[src/rtl/tds_pkg.sv]
// Shared types and constants for the tick-delay task scheduler.
// No dependencies.
package tds_pkg;

  localparam int MASK_W          = 8;
  localparam int DEF_TASK_SLOTS  = 8;
  localparam int DEF_DELAY_WIDTH = 32;
  localparam int TICKS_W         = 32;
  localparam int RUN_W           = 3;

  localparam logic [MASK_W-1:0] MASK_RESET = 8'h80;

  // action codes
  localparam logic ACT_TICK  = 1'b0;
  localparam logic ACT_DELAY = 1'b1;

  typedef enum logic [1:0] {
    ST_ABSENT  = 2'd0,
    ST_READY   = 2'd1,
    ST_BLOCKED = 2'd2
  } slot_state_e;

  // data handed from one slot cell to the next
  typedef struct packed {
    logic              token;
    logic              found;
    logic [MASK_W-1:0] ready_mask;
    logic [MASK_W-1:0] woken_mask;
  } link_t;

endpackage

[src/rtl/tds_cell.sv]
// One task slot of the scheduler chain: status, delay counter, selection step.
// Depends on tds_pkg.
module tds_cell import tds_pkg::*; #(
  parameter int IDX         = 0,
  parameter int SLOT_W      = 3,
  parameter int DELAY_WIDTH = DEF_DELAY_WIDTH
) (
  input  logic                   clk_i,
  input  logic                   rst_ni,
  input  logic                   load_i,
  input  logic [MASK_W-1:0]      mask_i,
  input  logic                   action_i,
  input  logic [DELAY_WIDTH-1:0] ticks_i,
  input  logic [SLOT_W-1:0]      cur_i,
  input  link_t                  link_i,
  output link_t                  link_o,
  output logic                   take_o
);

  localparam logic [MASK_W-1:0] OWN_BIT = MASK_W'(1) << IDX;

  slot_state_e            status_q, status_d;
  logic [DELAY_WIDTH-1:0] cnt_q, cnt_d;
  logic                   woke;
  logic                   is_cur;
  logic                   ready_now;
  link_t                  link_d;

  assign is_cur = (cur_i == SLOT_W'(IDX));

  always_comb begin
    status_d = status_q;
    cnt_d    = cnt_q;
    woke     = 1'b0;
    if (action_i == ACT_DELAY) begin
      if (is_cur && status_q != ST_ABSENT) begin
        status_d = ST_BLOCKED;
        cnt_d    = ticks_i;
      end
    end else if (status_q == ST_BLOCKED) begin
      if (cnt_q <= DELAY_WIDTH'(1)) begin
        status_d = ST_READY;
        cnt_d    = '0;
        woke     = 1'b1;
      end else begin
        cnt_d = cnt_q - DELAY_WIDTH'(1);
      end
    end
  end

  assign ready_now = (status_d == ST_READY);
  assign take_o    = link_i.token && !link_i.found && ready_now && !is_cur;

  always_comb begin
    link_d            = link_i;
    link_d.found      = link_i.found | take_o;
    link_d.ready_mask = link_i.ready_mask | (ready_now ? OWN_BIT : '0);
    link_d.woken_mask = link_i.woken_mask | (woke ? OWN_BIT : '0);
  end

  always_ff @(posedge clk_i or negedge rst_ni) begin
    if (!rst_ni) begin
      status_q <= (|(MASK_RESET & OWN_BIT)) ? ST_READY : ST_ABSENT;
      cnt_q    <= '0;
      link_o   <= '0;
    end else begin
      link_o <= link_d;
      if (load_i) begin
        status_q <= (|(mask_i & OWN_BIT)) ? ST_READY : ST_ABSENT;
        cnt_q    <= '0;
      end else if (link_i.token) begin
        status_q <= status_d;
        cnt_q    <= cnt_d;
      end
    end
  end

endmodule

[src/rtl/tick_delay_task_scheduler.sv]
// Top level of the tick-delay task scheduler: control, item registers, result output.
// Depends on tds_pkg and tds_cell.
//
// Usage:
//   Request channel (in_valid_i/in_ready_o): action_i = 0 is one system tick,
//   action_i = 1 blocks the running task for delay_ticks_i ticks (0 acts as 1,
//   values too wide for the counter saturate).
//   Result channel (out_valid_o/out_ready_i): one result per request with the
//   running slot, the ready slots and the slots this tick woke.
//   Config: cfg_we_i loads cfg_wdata_i as the present mask; every slot reloads
//   (present -> ready, else absent, counters cleared). Write only while idle.
// Timing:
//   A token walks the row of slot cells, one cell per cycle, through the
//   start register and the link register of each cell; the result then moves
//   into the output register. No new request is taken until the walk of the
//   previous one has ended and its result has left the pending register.
// Reset:
//   Slot 7 ready (mask 0x80), all others absent, running slot TASK_SLOTS-1,
//   no result pending.
// Stall:
//   If a result is still waiting when the next finishes, the new one is held
//   in a pending register and in_ready_o stays low until the output frees.
module tick_delay_task_scheduler import tds_pkg::*; #(
  parameter int TASK_SLOTS  = DEF_TASK_SLOTS,
  parameter int DELAY_WIDTH = DEF_DELAY_WIDTH
) (
  input  logic               clk_i,
  input  logic               rst_ni,
  input  logic               cfg_we_i,
  input  logic [MASK_W-1:0]  cfg_wdata_i,
  input  logic               in_valid_i,
  output logic               in_ready_o,
  input  logic               action_i,
  input  logic [TICKS_W-1:0] delay_ticks_i,
  output logic               out_valid_o,
  input  logic               out_ready_i,
  output logic [RUN_W-1:0]   running_task_o,
  output logic [MASK_W-1:0]  ready_mask_o,
  output logic [MASK_W-1:0]  woken_mask_o
);

  localparam int SLOT_W = $clog2(TASK_SLOTS);

  typedef enum logic [1:0] {
    S_IDLE,
    S_WALK,
    S_HOLD
  } state_e;

  state_e                 state_q;
  logic                   start_q;
  logic                   act_q;
  logic [DELAY_WIDTH-1:0] ticks_q;
  logic [SLOT_W-1:0]      cur_q;
  logic [SLOT_W-1:0]      pick_q;
  logic                   out_valid_q;
  logic [RUN_W-1:0]       run_q, pend_run_q;
  logic [MASK_W-1:0]      rdy_q, pend_rdy_q;
  logic [MASK_W-1:0]      wok_q, pend_wok_q;

  logic                   in_fire;
  logic                   over;
  logic [DELAY_WIDTH-1:0] ticks_sat, ticks_fix;
  logic [TASK_SLOTS-1:0]  take;
  logic                   any_take;
  logic [SLOT_W-1:0]      take_idx;
  logic [SLOT_W-1:0]      cur_next;
  logic                   walk_done;
  logic                   out_free;
  logic                   out_load;
  link_t                  link [TASK_SLOTS+1];

  assign in_ready_o = (state_q == S_IDLE);
  assign in_fire    = in_valid_i && in_ready_o;

  // saturate to the counter width, zero delay wakes on the next tick
  assign over      = (DELAY_WIDTH < TICKS_W) && (|(delay_ticks_i >> DELAY_WIDTH));
  assign ticks_sat = over ? '1 : DELAY_WIDTH'(delay_ticks_i);
  assign ticks_fix = (ticks_sat == '0) ? DELAY_WIDTH'(1) : ticks_sat;

  // token enters the first cell the cycle after acceptance
  assign link[0] = '{token: start_q, found: 1'b0, ready_mask: '0, woken_mask: '0};

  for (genvar g = 0; g < TASK_SLOTS; g++) begin : g_cell
    tds_cell #(
      .IDX         (g),
      .SLOT_W      (SLOT_W),
      .DELAY_WIDTH (DELAY_WIDTH)
    ) u_cell (
      .clk_i    (clk_i),
      .rst_ni   (rst_ni),
      .load_i   (cfg_we_i),
      .mask_i   (cfg_wdata_i),
      .action_i (act_q),
      .ticks_i  (ticks_q),
      .cur_i    (cur_q),
      .link_i   (link[g]),
      .link_o   (link[g+1]),
      .take_o   (take[g])
    );
  end

  // first ready non-running cell along the chain takes; at most one bit per cycle
  always_comb begin
    take_idx = '0;
    for (int i = 0; i < TASK_SLOTS; i++) begin
      if (take[i]) take_idx = SLOT_W'(i);
    end
  end
  assign any_take = |take;

  assign walk_done = (state_q == S_WALK) && link[TASK_SLOTS].token;
  assign cur_next  = link[TASK_SLOTS].found ? pick_q : cur_q;
  assign out_free  = !out_valid_q || out_ready_i;

  // a fresh or pending result moves into the output register
  assign out_load  = (walk_done && out_free) || ((state_q == S_HOLD) && out_ready_i);

  always_ff @(posedge clk_i or negedge rst_ni) begin
    if (!rst_ni) begin
      state_q     <= S_IDLE;
      start_q     <= 1'b0;
      cur_q       <= SLOT_W'(TASK_SLOTS - 1);
      out_valid_q <= 1'b0;
    end else begin
      start_q <= in_fire;
      if (out_load) begin
        out_valid_q <= 1'b1;
      end else if (out_ready_i) begin
        out_valid_q <= 1'b0;
      end
      unique case (state_q)
        S_IDLE: begin
          if (in_fire) state_q <= S_WALK;
        end
        S_WALK: begin
          if (walk_done) begin
            cur_q <= cur_next;
            if (out_free) begin
              state_q <= S_IDLE;
            end else begin
              state_q <= S_HOLD;
            end
          end
        end
        S_HOLD: begin
          if (out_ready_i) begin
            state_q <= S_IDLE;
          end
        end
        default: state_q <= S_IDLE;
      endcase
    end
  end

  // payload registers
  always_ff @(posedge clk_i) begin
    if (in_fire) begin
      act_q   <= action_i;
      ticks_q <= ticks_fix;
      pick_q  <= cur_q;
    end else if (any_take) begin
      pick_q <= take_idx;
    end
    if (walk_done) begin
      if (out_free) begin
        run_q <= RUN_W'(cur_next);
        rdy_q <= link[TASK_SLOTS].ready_mask;
        wok_q <= link[TASK_SLOTS].woken_mask;
      end else begin
        pend_run_q <= RUN_W'(cur_next);
        pend_rdy_q <= link[TASK_SLOTS].ready_mask;
        pend_wok_q <= link[TASK_SLOTS].woken_mask;
      end
    end else if (state_q == S_HOLD && out_ready_i) begin
      run_q <= pend_run_q;
      rdy_q <= pend_rdy_q;
      wok_q <= pend_wok_q;
    end
  end

  assign out_valid_o    = out_valid_q;
  assign running_task_o = run_q;
  assign ready_mask_o   = rdy_q;
  assign woken_mask_o   = wok_q;

  // a woken slot is always ready in the same result
  a_woken_ready: assert property (@(posedge clk_i) disable iff (!rst_ni)
    out_valid_o |-> ((woken_mask_o & ~ready_mask_o) == '0))
    else $error("woken slot not ready");

  // one slot at most is picked per cycle
  a_one_take: assert property (@(posedge clk_i) disable iff (!rst_ni)
    $onehot0(take))
    else $error("more than one slot picked");

  // a request is in flight after acceptance, so none is taken next cycle
  a_busy: assert property (@(posedge clk_i) disable iff (!rst_ni)
    in_fire |=> !in_ready_o)
    else $error("request taken during walk");

  // the token never reaches the end of the chain unless a walk is running
  a_token_walk: assert property (@(posedge clk_i) disable iff (!rst_ni)
    link[TASK_SLOTS].token |-> (state_q == S_WALK))
    else $error("stray token");

endmodule

[config.mk]
export PLATFORM = sky130hd
export DESIGN_NAME = tick_delay_task_scheduler
export DESIGN_NICKNAME = d
export VERILOG_FILES = /design/src/rtl/tds_pkg.sv /design/src/rtl/tds_cell.sv /design/src/rtl/tick_delay_task_scheduler.sv
export SDC_FILE = /design/constraint.sdc
export NUM_CORES = 1
export LEC_CHECK = 0
export BUFFER_PORTS_ARGS = -buffer_cell sky130_fd_sc_hd__buf_2
export CORE_MARGIN = 3
export CORE_UTILIZATION = 40
export DETAILED_ROUTE_END_ITERATION = 8
export PLACE_DENSITY = 0.64
export SYNTH_ARGS = -nofsm -noshare
export SYNTH_HDL_FRONTEND = slang
export SYNTH_SLANG_ARGS = --single-unit
[constraint.sdc]
create_clock -name clk_i -period 3.4 [get_ports clk_i]
set_clock_uncertainty 0.2 [all_clocks]
set_input_delay 1.02 -clock clk_i [delete_from_list [all_inputs] [get_ports clk_i]]
set_output_delay 1.02 -clock clk_i [all_outputs]
set_load 0.01 [all_outputs]
Word level (Yosys, flattened, before mapping)
Cells that the tools add are included.
{"block": "totals", "register_bits": 497}
{"block": "classes", "addsub": 8, "n_lt_le_gt_ge": 8, "n_eq_ne": 37, "mux": 170, "n_bitwise": 22, "n_reduce_logical": 96}
{"cell": "32-bit two-way mux", "count": 48}
{"cell": "32-bit by 1-bit <= comparator with 1-bit output (second input constant)", "count": 8}
{"cell": "32-bit by 1-bit subtractor with 32-bit output (second input constant)", "count": 8}
{"cell": "2-bit two-way mux", "count": 56}
{"cell": "8-bit OR", "count": 14}
{"cell": "8-bit two-way mux", "count": 8}
{"cell": "2-bit nonzero test", "count": 19}
{"cell": "1-bit two-way mux", "count": 37}
{"cell": "3-bit two-way mux", "count": 12}
{"cell": "1-bit logical AND", "count": 35}
{"cell": "32-bit zero test", "count": 1}
{"cell": "3-bit AND reduction", "count": 9}
{"cell": "3-bit by 2-bit != test with 1-bit output (second input constant)", "count": 8}
{"cell": "3-bit nonzero test", "count": 8}
{"cell": "2-bit by 1-bit == test with 1-bit output (second input constant)", "count": 9}
{"cell": "2-bit == test (second input constant)", "count": 9}
{"cell": "1-bit zero test", "count": 16}
{"cell": "7-bit two-way mux", "count": 2}
{"cell": "3-bit == test (second input constant)", "count": 4}
{"cell": "6-bit two-way mux", "count": 2}
{"cell": "5-bit two-way mux", "count": 2}
{"cell": "4-bit two-way mux", "count": 2}
{"cell": "8-bit OR reduction", "count": 1}
{"cell": "1-bit OR", "count": 7}
{"cell": "other kinds (10)", "count": 16}

Logic depth before layout (Yosys ltp)
Gate-level depths: netlist (run 1).
{"block": "depth", "depth_word": 16, "ltp_mapped": 10}

Modules after synthesis
A second synthesis (run 1) with hierarchy kept.
{"block": "unflattened", "hier_cells": 2455, "hier_area_um2": 24701.2}
{"mod": "tds_cell (g_cell[1].u_cell ...)", "n_inst": 2, "cells_each": 290, "area_each_um2": 2726.4, "seq_area_each_um2": 1301.2}
{"mod": "tds_cell (g_cell[5].u_cell ...)", "n_inst": 2, "cells_each": 273, "area_each_um2": 2695.1, "seq_area_each_um2": 1301.2}
{"mod": "tick_delay_task_scheduler", "n_inst": 1, "cells_each": 223, "area_each_um2": 3095.5, "seq_area_each_um2": 2401.1}
{"mod": "tds_cell (g_cell[7].u_cell)", "n_inst": 1, "cells_each": 282, "area_each_um2": 2715.1, "seq_area_each_um2": 1302.5}
{"mod": "tds_cell (g_cell[4].u_cell)", "n_inst": 1, "cells_each": 277, "area_each_um2": 2697.6, "seq_area_each_um2": 1301.2}
{"mod": "tds_cell (g_cell[3].u_cell)", "n_inst": 1, "cells_each": 272, "area_each_um2": 2688.8, "seq_area_each_um2": 1301.2}
{"mod": "tds_cell (g_cell[0].u_cell)", "n_inst": 1, "cells_each": 275, "area_each_um2": 2661.3, "seq_area_each_um2": 1301.2}

Least setup slack after synthesis (run 1)
Ideal clock, no wire load.
{"block": "synth_timing", "path_kind": "input to register", "start": "in cfg_we_i", "end": "reg g_cell[2].u_cell.cnt_q[31]", "t_arrival_ns": 2.622, "t_required_ns": 3.065, "path_slack_ns": 0.443, "path_stages": 8, "path_buffers": 4, "path_cell_list": "clkbuf_1 > clkbuf_1 > clkbuf_1 > o21bai_1 > clkbuf_1 > a211oi_1 > o21ai_0 > o31ai_1"}
{"block": "synth_via", "elab_chain_len": 2}
{"item": "from (decl)", "line_no": "tick_delay_task_scheduler.sv:29", "source": "input logic cfg_we_i,"}
{"item": "3-bit by 2-bit != test with 1-bit output (no line), or another cell as far along"}
{"item": "3-bit AND reduction (no line)"}
{"item": "to (signal assigned)", "line_no": "tds_cell.sv:73", "source": "cnt_q <= cnt_d;"}
{"item": "to (decl)", "line_no": "tds_cell.sv:23", "source": "logic [DELAY_WIDTH-1:0] cnt_q, cnt_d;"}
Parallel ways exist; a longest one is shown, timed or not.
A chain may end at the register's enable or synchronous reset.

Worst setup path in the final report (run 1)
{"block": "layout_timing", "start": "reg g_cell[1].u_cell.cnt_q[10]", "end": "reg g_cell[1].u_cell.cnt_q[13]"}
{"block": "layout_via", "elab_chain_len": 6}
{"item": "from (decl)", "line_no": "tds_cell.sv:23"}
{"item": "from (signal assigned)", "line_no": "tds_cell.sv:73"}
{"item": "32-bit by 1-bit subtractor with 32-bit output / 32-bit by 1-bit <= comparator with 1-bit output (equally long branches)", "line_no": "tds_cell.sv:46, tds_cell.sv:41"}
{"item": "32-bit two-way mux (*)", "line_no": "tds_cell.sv:41", "source": "if (cnt_q <= DELAY_WIDTH'(1)) begin"}
{"item": "32-bit two-way mux (*)", "line_no": "tds_cell.sv:40", "source": "end else if (status_q == ST_BLOCKED) begin"}
{"item": "32-bit two-way mux (*)", "line_no": "tds_cell.sv:35", "source": "if (action_i == ACT_DELAY) begin"}
{"item": "32-bit two-way mux (*)", "line_no": "tds_cell.sv:71", "source": "end else if (link_i.token) begin"}
{"item": "32-bit two-way mux (*)", "line_no": "tds_cell.sv:68", "source": "if (load_i) begin"}
Every way passes the cells marked *; elsewhere a longest branch is shown, timed or not. The select of a mux whose other input is x is not followed.

==> impl_metrics.tcl, run 1 <==
set metrics [dict create \
    crit_end "g_cell[1].u_cell.cnt_q[13]$_DFFE_PN0P_" \
    yosys.area.top_type "dfrtp_1" \
    grt_pass1_wl_um 115800 \
    finalSetupViolCount 0 \
    ant_nets 0 \
    die_x_um 247.1 \
    peakVddDrop_mv 0.3334 \
    critPathKind "flop to flop" \
    gp_congestion 0.9072 \
    power.total_mw 14.42 \
    ys_ff_latch 441 \
    clk_pin_slew_ps 70 \
    pin_count 67 \
    port_buffers 66 \
    vias 21420 \
    die_h_um 247.1 \
    layout_commonest_cell "dfrtp_1" \
    synth.area.top_cells "dfrtp_1 (39%), edfxtp_1 (9.6%), o21ai_0 (5.9%)" \
    nets 2726 \
    post-route-min-period_ps 3124 \
    cts_buffers 49 \
    firstDrtPassIters 6 \
    syn_area_per_cell_um2 8.920 \
    rsz0062_at_grt "false" \
    start_util_pct 40.83 \
    cts_root_buf "clkbuf_16" \
    ys_types 71 \
    synth_top_area_share_pct 39.08 \
    detail_route.wl_per_cell_um 21.68 \
    startpoint "g_cell[1].u_cell.cnt_q[10]$_DFFE_PN0P_" \
    synth_fp_nets 2668 \
    grt_pass1_vias 20420 \
    area_growth_pct 14.76 \
    synth_area_mm2 0.02325 \
    yosys.area_share.adder_pct 0.8612 \
    worst_skew_pair.late_latency_ps 600 \
    routed_wirelength_um 75060 \
    yosysWarnings 0 \
    p_leak_nw 10.99 \
    die-area_mm2 0.06104 \
    required_ps 3680 \
    synth_top_family_by_area "compound AO/OA/AOI/OAI gates" \
    cp_max_fo 14 \
    r2r_start "g_cell[1].u_cell.cnt_q[10]$_DFFE_PN0P_" \
    fin_crit_sh_pct 91.88 \
    max-slew-margin-rel_pct 20.94 \
    synth_compound_area_share_pct 25.50 \
    cts_sinks 441 \
    rows 87 \
    synth_edf_count 74 \
    critPathArrivalTime_ps 3410 \
    timing.hold.ws_ps 110.1 \
    clock_path_buffers 3 \
    globalRouteOverflowTotal 0 \
    final_cell_mix "dfrtp_1 (363), o21ai_0 (273), nor2_1 (241), a21oi_1 (207), nor3_1 (176)" \
    synth_flop_cell "dfrtp_1" \
    yosys.area_share.simple_pct 19.55 \
    hold_violations 0 \
    regToRegEndpoint "g_cell[1].u_cell.cnt_q[13]$_DFFE_PN0P_" \
    ys_seq_area_share_pct 49.09 \
    grtUsageTotal_pct 24.23 \
    antenna_found_initial 2 \
    viasPerCell 6.186 \
    cap_viol_max_count 0 \
    hpwl_um 49770 \
    cts_htree_levels 2 \
    p_per_area_mw_per_mm2 540.6 \
    post-route-drc-count 0 \
    fmax_mhz 320.1 \
    setup_tns_ps 0 \
    synthMuxAreaShare_pct 0.3229 \
    status "finished, final reports clean" \
    drt_iter0_markers 2269 \
    report.final.slew_viol_count 0 \
    startpoint_type "flop" \
    syn_inst 2606 \
    core_area_mm2 0.05693 \
    end_kind "flop" \
    cts_tree "built" \
    hp-class "input port to asynchronous set/reset pin" \
    drive_gt1_share_pct 12.98 \
    synth-xor-area-share_pct 0 \
    r2r_cells 9 \
    async_flop_share_pct 83.22 \
    tightest_slew_ps 1185 \
    r2r_slack_ps 280 \
    grt_max_degree 103 \
]
flip-flops by register name, indices dropped and copies added (netlist names), 8 cells and up:
signal,flops
pend_wok_q,8
ticks_q,32
g_cell.u_cell.status_q,16
pend_rdy_q,8
g_cell.u_cell.cnt_q,256
woken_mask_o,8
ready_mask_o,8
g_cell.u_cell.link_o,88
metal layers:
layer / track usage, % / up-vias / part of all wire [%] / routed length (µm)
met5: 0 / - / 0 / 0
met4: 10.70 / 0 / 4.3 / 3263
met1: 33.80 / 10440 / 43 / 32480
li1: - / 9832 / - / -
met3: 4.337 / 182 / 8.5 / 6405
met2: 36.91 / 968 / 44 / 32910
cell type report:
class / count / area (µm²)
multi-input combinational: 1879 / 10850
timing repair buffer: 203 / 1471
sequential: 441 / 11410
tap: 756 / 945.9
clock inverter: 26 / 244.0
inverter: 90 / 337.8
clock buffer: 65 / 1410
fill: 5355 / 30250
antenna: 2 / 5.005
power by group:
part / switching, mW / leakage (nW) / internal (mW)
clock: 2.29 / 0.799 / 3.17
combinational: 1.68 / 4.74 / 0.933
sequential: 0.474 / 5.45 / 5.88
total: 4.45 / 11.0 / 9.97
cell families after synthesis:
group	count (synthesis)
flops	441
fa+ha+maj	16
compound gates	952
mux	7
buf+inv	286
simple gates	904
metrics by stage:
step           setup slack [ps]  area, µm²  cells  util, %
6_report                  276.2      26680   3462    46.86
5_1_grt                   85.04      26670   3460    46.85
4_1_cts                   239.0      26660   3460    46.83
3_5_place_dp              260.8      25010   3369    43.93
3_3_place_gp              350.6      25010   3369    43.93
2_1_floorplan             442.7      23250   2606        -
critical path, cell delays in order, from the launching register on:
cell and delay (ps):
dfrtp_1 430, or4_1 560, or4_4 530, nor4_4 350
buf_4 250, nand2b_1 150, buf_4 210, nor3_1 70
o21ai_1 170, o31ai_1 90
synth_stat cells, drive strengths merged (20+ instances only):
cell type / number
dfrtp: 363
o21ai: 279
nor2: 245
a21oi: 215
nor3: 182
clkbuf: 179
o31ai: 155
nand2: 154
inv: 90
edfxtp: 74
a211oi: 70
nand3: 61
nor4: 60
a31oi: 54
a22oi: 43
a21o: 36
and3: 35
nand2b: 28
or3: 28
nand4: 21
or2: 20
what timing repair did:
| action | CTS | global route |
|---|---|---|
| hold buffers | 0 | 0 |
| setup buffers | 0 | 0 |
| endpoints found under the setup margin | 0 | 1 |
| gates resized for setup | 0 | 1 |
how the worst min path moves through the flow:
stage | startpoint | to | slack (ps) | cells after the start
after global routing | rst_ni | g_cell[6].u_cell.cnt_q[24]$_DFFE_PN0P_ | 120 | 1
after detailed placement | g_cell[1].u_cell.link_o[9]$_DFF_PN0_ | g_cell[2].u_cell.link_o[9]$_DFF_PN0_ | 130 | 0
after floorplan | g_cell[0].u_cell.link_o[0]$_DFF_PN0_ | g_cell[1].u_cell.link_o[0]$_DFF_PN0_ | 130 | 0
after CTS | rst_ni | g_cell[6].u_cell.cnt_q[24]$_DFFE_PN0P_ | 90 | 1
after global placement | g_cell[1].u_cell.link_o[8]$_DFF_PN0_ | g_cell[2].u_cell.link_o[8]$_DFF_PN0_ | 130 | 0
final | rst_ni | g_cell[6].u_cell.cnt_q[24]$_DFFE_PN0P_ | 110 | 1
Note: power is estimated with default switching activity, not from simulation.
==> run 2, diff against run 1 <==
PLACE_DENSITY = not set   (was 0.64)
REMOVE_ABC_BUFFERS = 1   (was not set)
==> run 2 against run 1 <==
Net effect: clock power up 3%; clock-buffer cell count up 8; sequential power about the same; die area unchanged; routed wire length up 0.57%; combinational power up 3%; final cell count up 1.0%; utilization up 0.76 points; register-to-register slack about the same; critical endpoint is now g_cell[1].u_cell.cnt_q[31]$_DFFE_PN0P_; largest cell class unchanged.
==> impl_metrics.tcl, run 2 (synthesis results as in run 1) <==
set metrics [dict create \
    die_h_um 247.1 \
    utilization_pct 47.62 \
    p_per_area_mw_per_mm2 540.3 \
    pin_count 67 \
    cts_htree_levels 2 \
    fmax_mhz 318.8 \
    r2r_start "g_cell[1].u_cell.cnt_q[8]$_DFFE_PN0P_" \
    cts_setup_buffers 0 \
    cts_buffers 51 \
    power_frac_clock_pct 38.3 \
    cts_tree "built" \
    core_area_mm2 0.05693 \
    routed_wirelength_um 75490 \
    grt_max_degree 95 \
    clk_pin_slew_ps 60 \
    antenna_found_initial 0 \
    die_x_um 247.1 \
    grt_pass1_wl_um 118200 \
    report.final.slew_viol_count 0 \
    cts_hold_buf 0 \
    r2r_slack_ps 260 \
    post-route-min-period_ps 3137 \
    holdCritStartpoint "g_cell[5].u_cell.link_o[1]$_DFF_PN0_" \
    power.internal_mw 10.22 \
    fin_crit_sh_pct 92.27 \
    combinationalPowerShare_pct 18.3 \
    final_cell_mix "dfrtp_1 (363), o21ai_0 (273), nor2_1 (241), a21oi_1 (207), nor3_1 (176)" \
    die-area_mm2 0.06104 \
    power_switching_mw 4.426 \
    regToRegEndpoint "g_cell[1].u_cell.cnt_q[31]$_DFFE_PN0P_" \
    layout_commonest_cell "dfrtp_1" \
    gp_congestion 0.9075 \
    vias 21570 \
    tightest_slew_ps 1229 \
    required_ps 3640 \
    largest_reg_flops 256 \
    peakVddDrop_mv 0.3760 \
    cts_root_buf "clkbuf_16" \
    hpwl_um 51420 \
    finalSetupViolCount 0 \
    diodes 0 \
    start_util_pct 40.83 \
    area_growth_pct 16.62 \
    rsz0062_at_grt "false" \
    cap_viol_max_count 0 \
    globalRouteOverflowTotal 0 \
    post-route-drc-count 0 \
    clock_path_buffers 3 \
    cts.repair.resized 0 \
    grt_pass1_vias 20700 \
    min_path_cells 0 \
    status "finished, final reports clean" \
    end_kind "flop" \
    critPathKind "flop to flop" \
    rows 87 \
    ant_nets 0 \
    top_register "g_cell.u_cell.cnt_q" \
    max-slew-margin-rel_pct 18.07 \
    r2r_cells 8 \
    largestRegisters "g_cell.u_cell.cnt_q x256, g_cell.u_cell.link_o x88, ticks_q x32" \
    drive_gt1_share_pct 13.97 \
    critPathArrivalTime_ps 3380 \
    whs_endpoint "g_cell[6].u_cell.link_o[1]$_DFF_PN0_" \
    nets 2764 \
    port_buffers 66 \
    netSwitchingFraction_pct 30.22 \
    hp-class "flop to flop" \
    drt_iter0_markers 2207 \
    viasPerCell 6.168 \
    cp_max_fo 10 \
    power_frac_seq_pct 43.4 \
    cts_sinks 441 \
    p_leak_nw 11.23 \
    startpoint_type "flop" \
    worst_skew_pair.late_latency_ps 610 \
    hold_violations 0 \
    firstDrtPassIters 6 \
    power.total_mw 14.65 \
    grtUsageTotal_pct 24.72 \
    detail_route.wl_per_cell_um 21.59 \
]
==> run 2: cell types whose count changed in the layout (fill, tap and decap cells not counted), moves of 4 or more <==
cell / change
buf_4: +25
buf_12: +11
o21bai_2: +4
o21bai_1: -4
clkinvlp_4: -4
clkbuf_1: +9
==> run 2: routing by layer <==
metal | up-vias | routed length [µm] | global-route usage [%]
met5 | - | 0 | 0
li1 | 9927 | - | -
met1 | 10550 | 32260 | 33.84
met3 | 207 | 5654 | 4.056
met4 | 0 | 3716 | 11.86
met2 | 884 | 33860 | 38.23
==> run 2: cell type report <==
type | instances | area (µm²)
inverter | 90 | 337.8
timing repair buffer | 239 | 1879
tap | 756 | 945.9
fill | 5357 | 29820
multi-input combinational | 1879 | 10860
clock buffer | 73 | 1419
sequential | 441 | 11410
clock inverter | 19 | 257.7
==> run 2: worst max path at each step <==
stage | from | end | slack, ps | cells after the start
2_1_floorplan | act_q$_DFFE_PP_ | pick_q[0]$_DFFE_PP_ | -5370 | 7
4_1_cts | g_cell[1].u_cell.cnt_q[10]$_DFFE_PN0P_ | g_cell[1].u_cell.cnt_q[31]$_DFFE_PN0P_ | 270 | 8
3_5_place_dp | cfg_we_i | g_cell[6].u_cell.cnt_q[10]$_DFFE_PN0P_ | 270 | 6
3_3_place_gp | g_cell[1].u_cell.cnt_q[10]$_DFFE_PN0P_ | g_cell[1].u_cell.cnt_q[31]$_DFFE_PN0P_ | 310 | 8
6_report | g_cell[1].u_cell.cnt_q[8]$_DFFE_PN0P_ | g_cell[1].u_cell.cnt_q[31]$_DFFE_PN0P_ | 260 | 8
5_1_grt | g_cell[3].u_cell.cnt_q[5]$_DFFE_PN0P_ | pick_q[0]$_DFFE_PP_ | 90 | 7
==> run 2: power groups by stage <==
stage	Sequential, mW	Combinational (mW)	Clock, mW
2_1_floorplan	6.32	1.64	0
3_3_place_gp	6.42	2.59	0
3_5_place_dp	6.44	2.65	0
4_1_cts	6.36	2.66	5.72
5_1_grt	6.44	2.96	5.94
6_report	6.36	2.68	5.60
==> run 2: per-stage QoR <==
step | area, µm² | setup WS [ps] | TNS (ps) | hold slack [ps] | instances
2_1_floorplan | 22500 | -5374 | -1280880 | 131.2 | 2410
3_3_place_gp | 25430 | 308.7 | 0 | 131.3 | 3405
3_5_place_dp | 25430 | 269.3 | 0 | 134.7 | 3405
4_1_cts | 27110 | 267.3 | 0 | 148.8 | 3497
5_1_grt | 27110 | 88.45 | 0 | 151.4 | 3497
6_report | 27110 | 263.0 | 0 | 146.5 | 3497
==> run 2: critical path: stages (launching register included) <==
cell and delay [ps]:
dfrtp_1 460, or4_1 540, or4_4 540, nor4_4 360, nand2b_1 380, buf_4 210
nor3_1 50, o21ai_1 160, o31ai_1 90
==> run 3, diff against run 2 <==
CORE_MARGIN = 2   (was 3)
PLACE_DENSITY = 0.56   (was not set)
==> run 3 against run 2 <==
Net effect: sequential power hardly changed; global-route usage is 0.96 points higher; register-to-register slack better by 30 ps; worst hold slack worse by 11 ps; design area hardly changed; first-iteration DRC count is 12% lower; largest power group unchanged; power is 2.4% higher; final cell count is 0.14% higher; non-clock buffer count is 5 lower; die area is 1.6% lower; largest cell class unchanged; routed wire length is 2.4% higher; clock power is 6.8% higher.
==> impl_metrics.tcl, run 3 (synthesis results as in run 1) <==
set metrics [dict create \
    start_util_pct 40.37 \
    peakVddDrop_mv 0.3724 \
    p_per_area_mw_per_mm2 553.1 \
    cap_viol_max_count 0 \
    cts_setup_buffers 0 \
    grtUsageTotal_pct 25.68 \
    critPathArrivalTime_ps 3360 \
    startpoint_type "flop" \
    rows 88 \
    clock_path_buffers 3 \
    timing.hold.ws_ps 135.0 \
    setup_tns_ps 0 \
    critPathKind "flop to flop" \
    final_cell_mix "dfrtp_1 (363), o21ai_0 (273), nor2_1 (241), a21oi_1 (207), nor3_1 (176)" \
    post-route-drc-count 0 \
    nets 2758 \
    cts_root_buf "clkbuf_16" \
    grt_pass1_wl_um 120300 \
    area_growth_pct 16.63 \
    cts_buffers 50 \
    routed_wirelength_um 77310 \
    status "finished, final reports clean" \
    largest_reg_flops 256 \
    power_frac_clock_pct 39.8 \
    max-slew-margin-rel_pct 15.40 \
    pin_count 67 \
    place_worst_setup_slack_ps 305.9 \
    power.internal_mw 10.48 \
    grt_pass1_vias 20550 \
    required_ps 3650 \
    cts_sinks 441 \
    utilization_pct 47.08 \
    fmax_mhz 321.8 \
    globalRouteOverflowTotal 0 \
    firstDrtPassIters 6 \
    setup_ws_ps 292.4 \
    die_h_um 245.1 \
    fin_crit_sh_pct 91.40 \
    post-route-min-period_ps 3108 \
    cts_hold_buf 0 \
    power_frac_seq_pct 42.4 \
    core_area_mm2 0.05759 \
    antenna_found_initial 0 \
    die-area_mm2 0.06006 \
    gp_congestion 0.8952 \
    tightest_slew_ps 1268 \
    largestRegisters "g_cell.u_cell.cnt_q x256, g_cell.u_cell.link_o x88, ticks_q x32" \
    power_switching_mw 4.518 \
    netSwitchingFraction_pct 30.13 \
    layout_commonest_cell "dfrtp_1" \
    p_leak_nw 11.23 \
    hpwl_um 51840 \
    hold_violations 0 \
    hp-class "flop to flop" \
    drt_iter0_markers 1953 \
    combinationalPowerShare_pct 17.8 \
    port_buffers 66 \
    vias 21430 \
    top_register "g_cell.u_cell.cnt_q" \
    cts_htree_levels 2 \
    cp_max_fo 6 \
    cts_tree "built" \
    cts.repair.resized 0 \
    finalSetupViolCount 0 \
    detail_route.wl_per_cell_um 22.08 \
    rsz0062_at_grt "false" \
    ant_nets 0 \
    worst_skew_pair.late_latency_ps 610 \
    report.final.slew_viol_count 0 \
    die_x_um 245.1 \
    drive_gt1_share_pct 14.29 \
    clk_pin_slew_ps 60 \
    end_kind "flop" \
    grt_max_degree 92 \
    viasPerCell 6.121 \
]
-- run 3: cell count changes in the layout (fill, tap and decap cells not counted), moves of 2 or more --
cell,previous run,this run
clkinvlp_4,2,4
clkinv_2,5,11
buf_12,19,11
clkbuf_1,16,7
clkbuf_8,6,4
bufinv_16,6,11
clkinv_1,3,0
inv_6,1,3
buf_4,155,158
-- run 3: final timing paths --
check | startpoint | endpoint | slack, ps | depth (start not counted)
max | g_cell[3].u_cell.cnt_q[5]$_DFFE_PN0P_ | pick_q[0]$_DFFE_PP_ | 290 | 7
min | g_cell[5].u_cell.link_o[0]$_DFF_PN0_ | g_cell[6].u_cell.link_o[0]$_DFF_PN0_ | 140 | 0
max reg2reg | g_cell[3].u_cell.cnt_q[5]$_DFFE_PN0P_ | pick_q[0]$_DFFE_PP_ | 290 | 7
min reg2reg | g_cell[5].u_cell.link_o[0]$_DFF_PN0_ | g_cell[6].u_cell.link_o[0]$_DFF_PN0_ | 140 | 0
max in group asynchronous | rst_ni | cur_q[2]$_DFFE_PN1P_ | 2010 | 2
min in group asynchronous | rst_ni | g_cell[0].u_cell.cnt_q[5]$_DFFE_PN0P_ | 170 | 1
-- run 3: layout make-up --
cell class	count	area [µm²]
fillers	5489	30470
multi-input cells	1879	10860
clock buffers	61	1333
clock inverters	31	466.7
well taps	765	957.2
flip-flops and latches	441	11410
inverters	90	337.8
repair buffers	234	1742
diodes	1	2.502
-- run 3: routing by layer --
metal	track usage, %	part of all wire, %
met1	36.69	45
met2	38.16	43
met3	4.538	7.7
met4	11.05	4.2
met5	0	0
-- run 3: stage by stage --
stage                     instances  instance area (µm²)  power, mW
after floorplan                2410                22500      7.957
after global placement         3409                25310      9.009
after detailed placement       3409                25310      9.067
after CTS                      3501                27110      15.10
after global routing           3501                27110      15.70
final                          3502                27110      15.00
-- run 3: critical path, cell delays in order, from the launching register on --
cell and delay, ps:
dfrtp_1 430, or4_1 590, nor4_2 450, nand4_1 310, o31ai_2 420, and3_1 240
o21ai_1 80, a41oi_1 240
-- run 3: power by group through the flow --
stage                     Combinational, mW  Sequential, mW  Clock [mW]
after CTS                              2.64            6.34        6.11
final                                  2.67            6.36        5.98
after global placement                 2.59            6.42           0
after global routing                   2.95            6.43        6.32
after floorplan                        1.64            6.32           0
after detailed placement               2.64            6.43           0
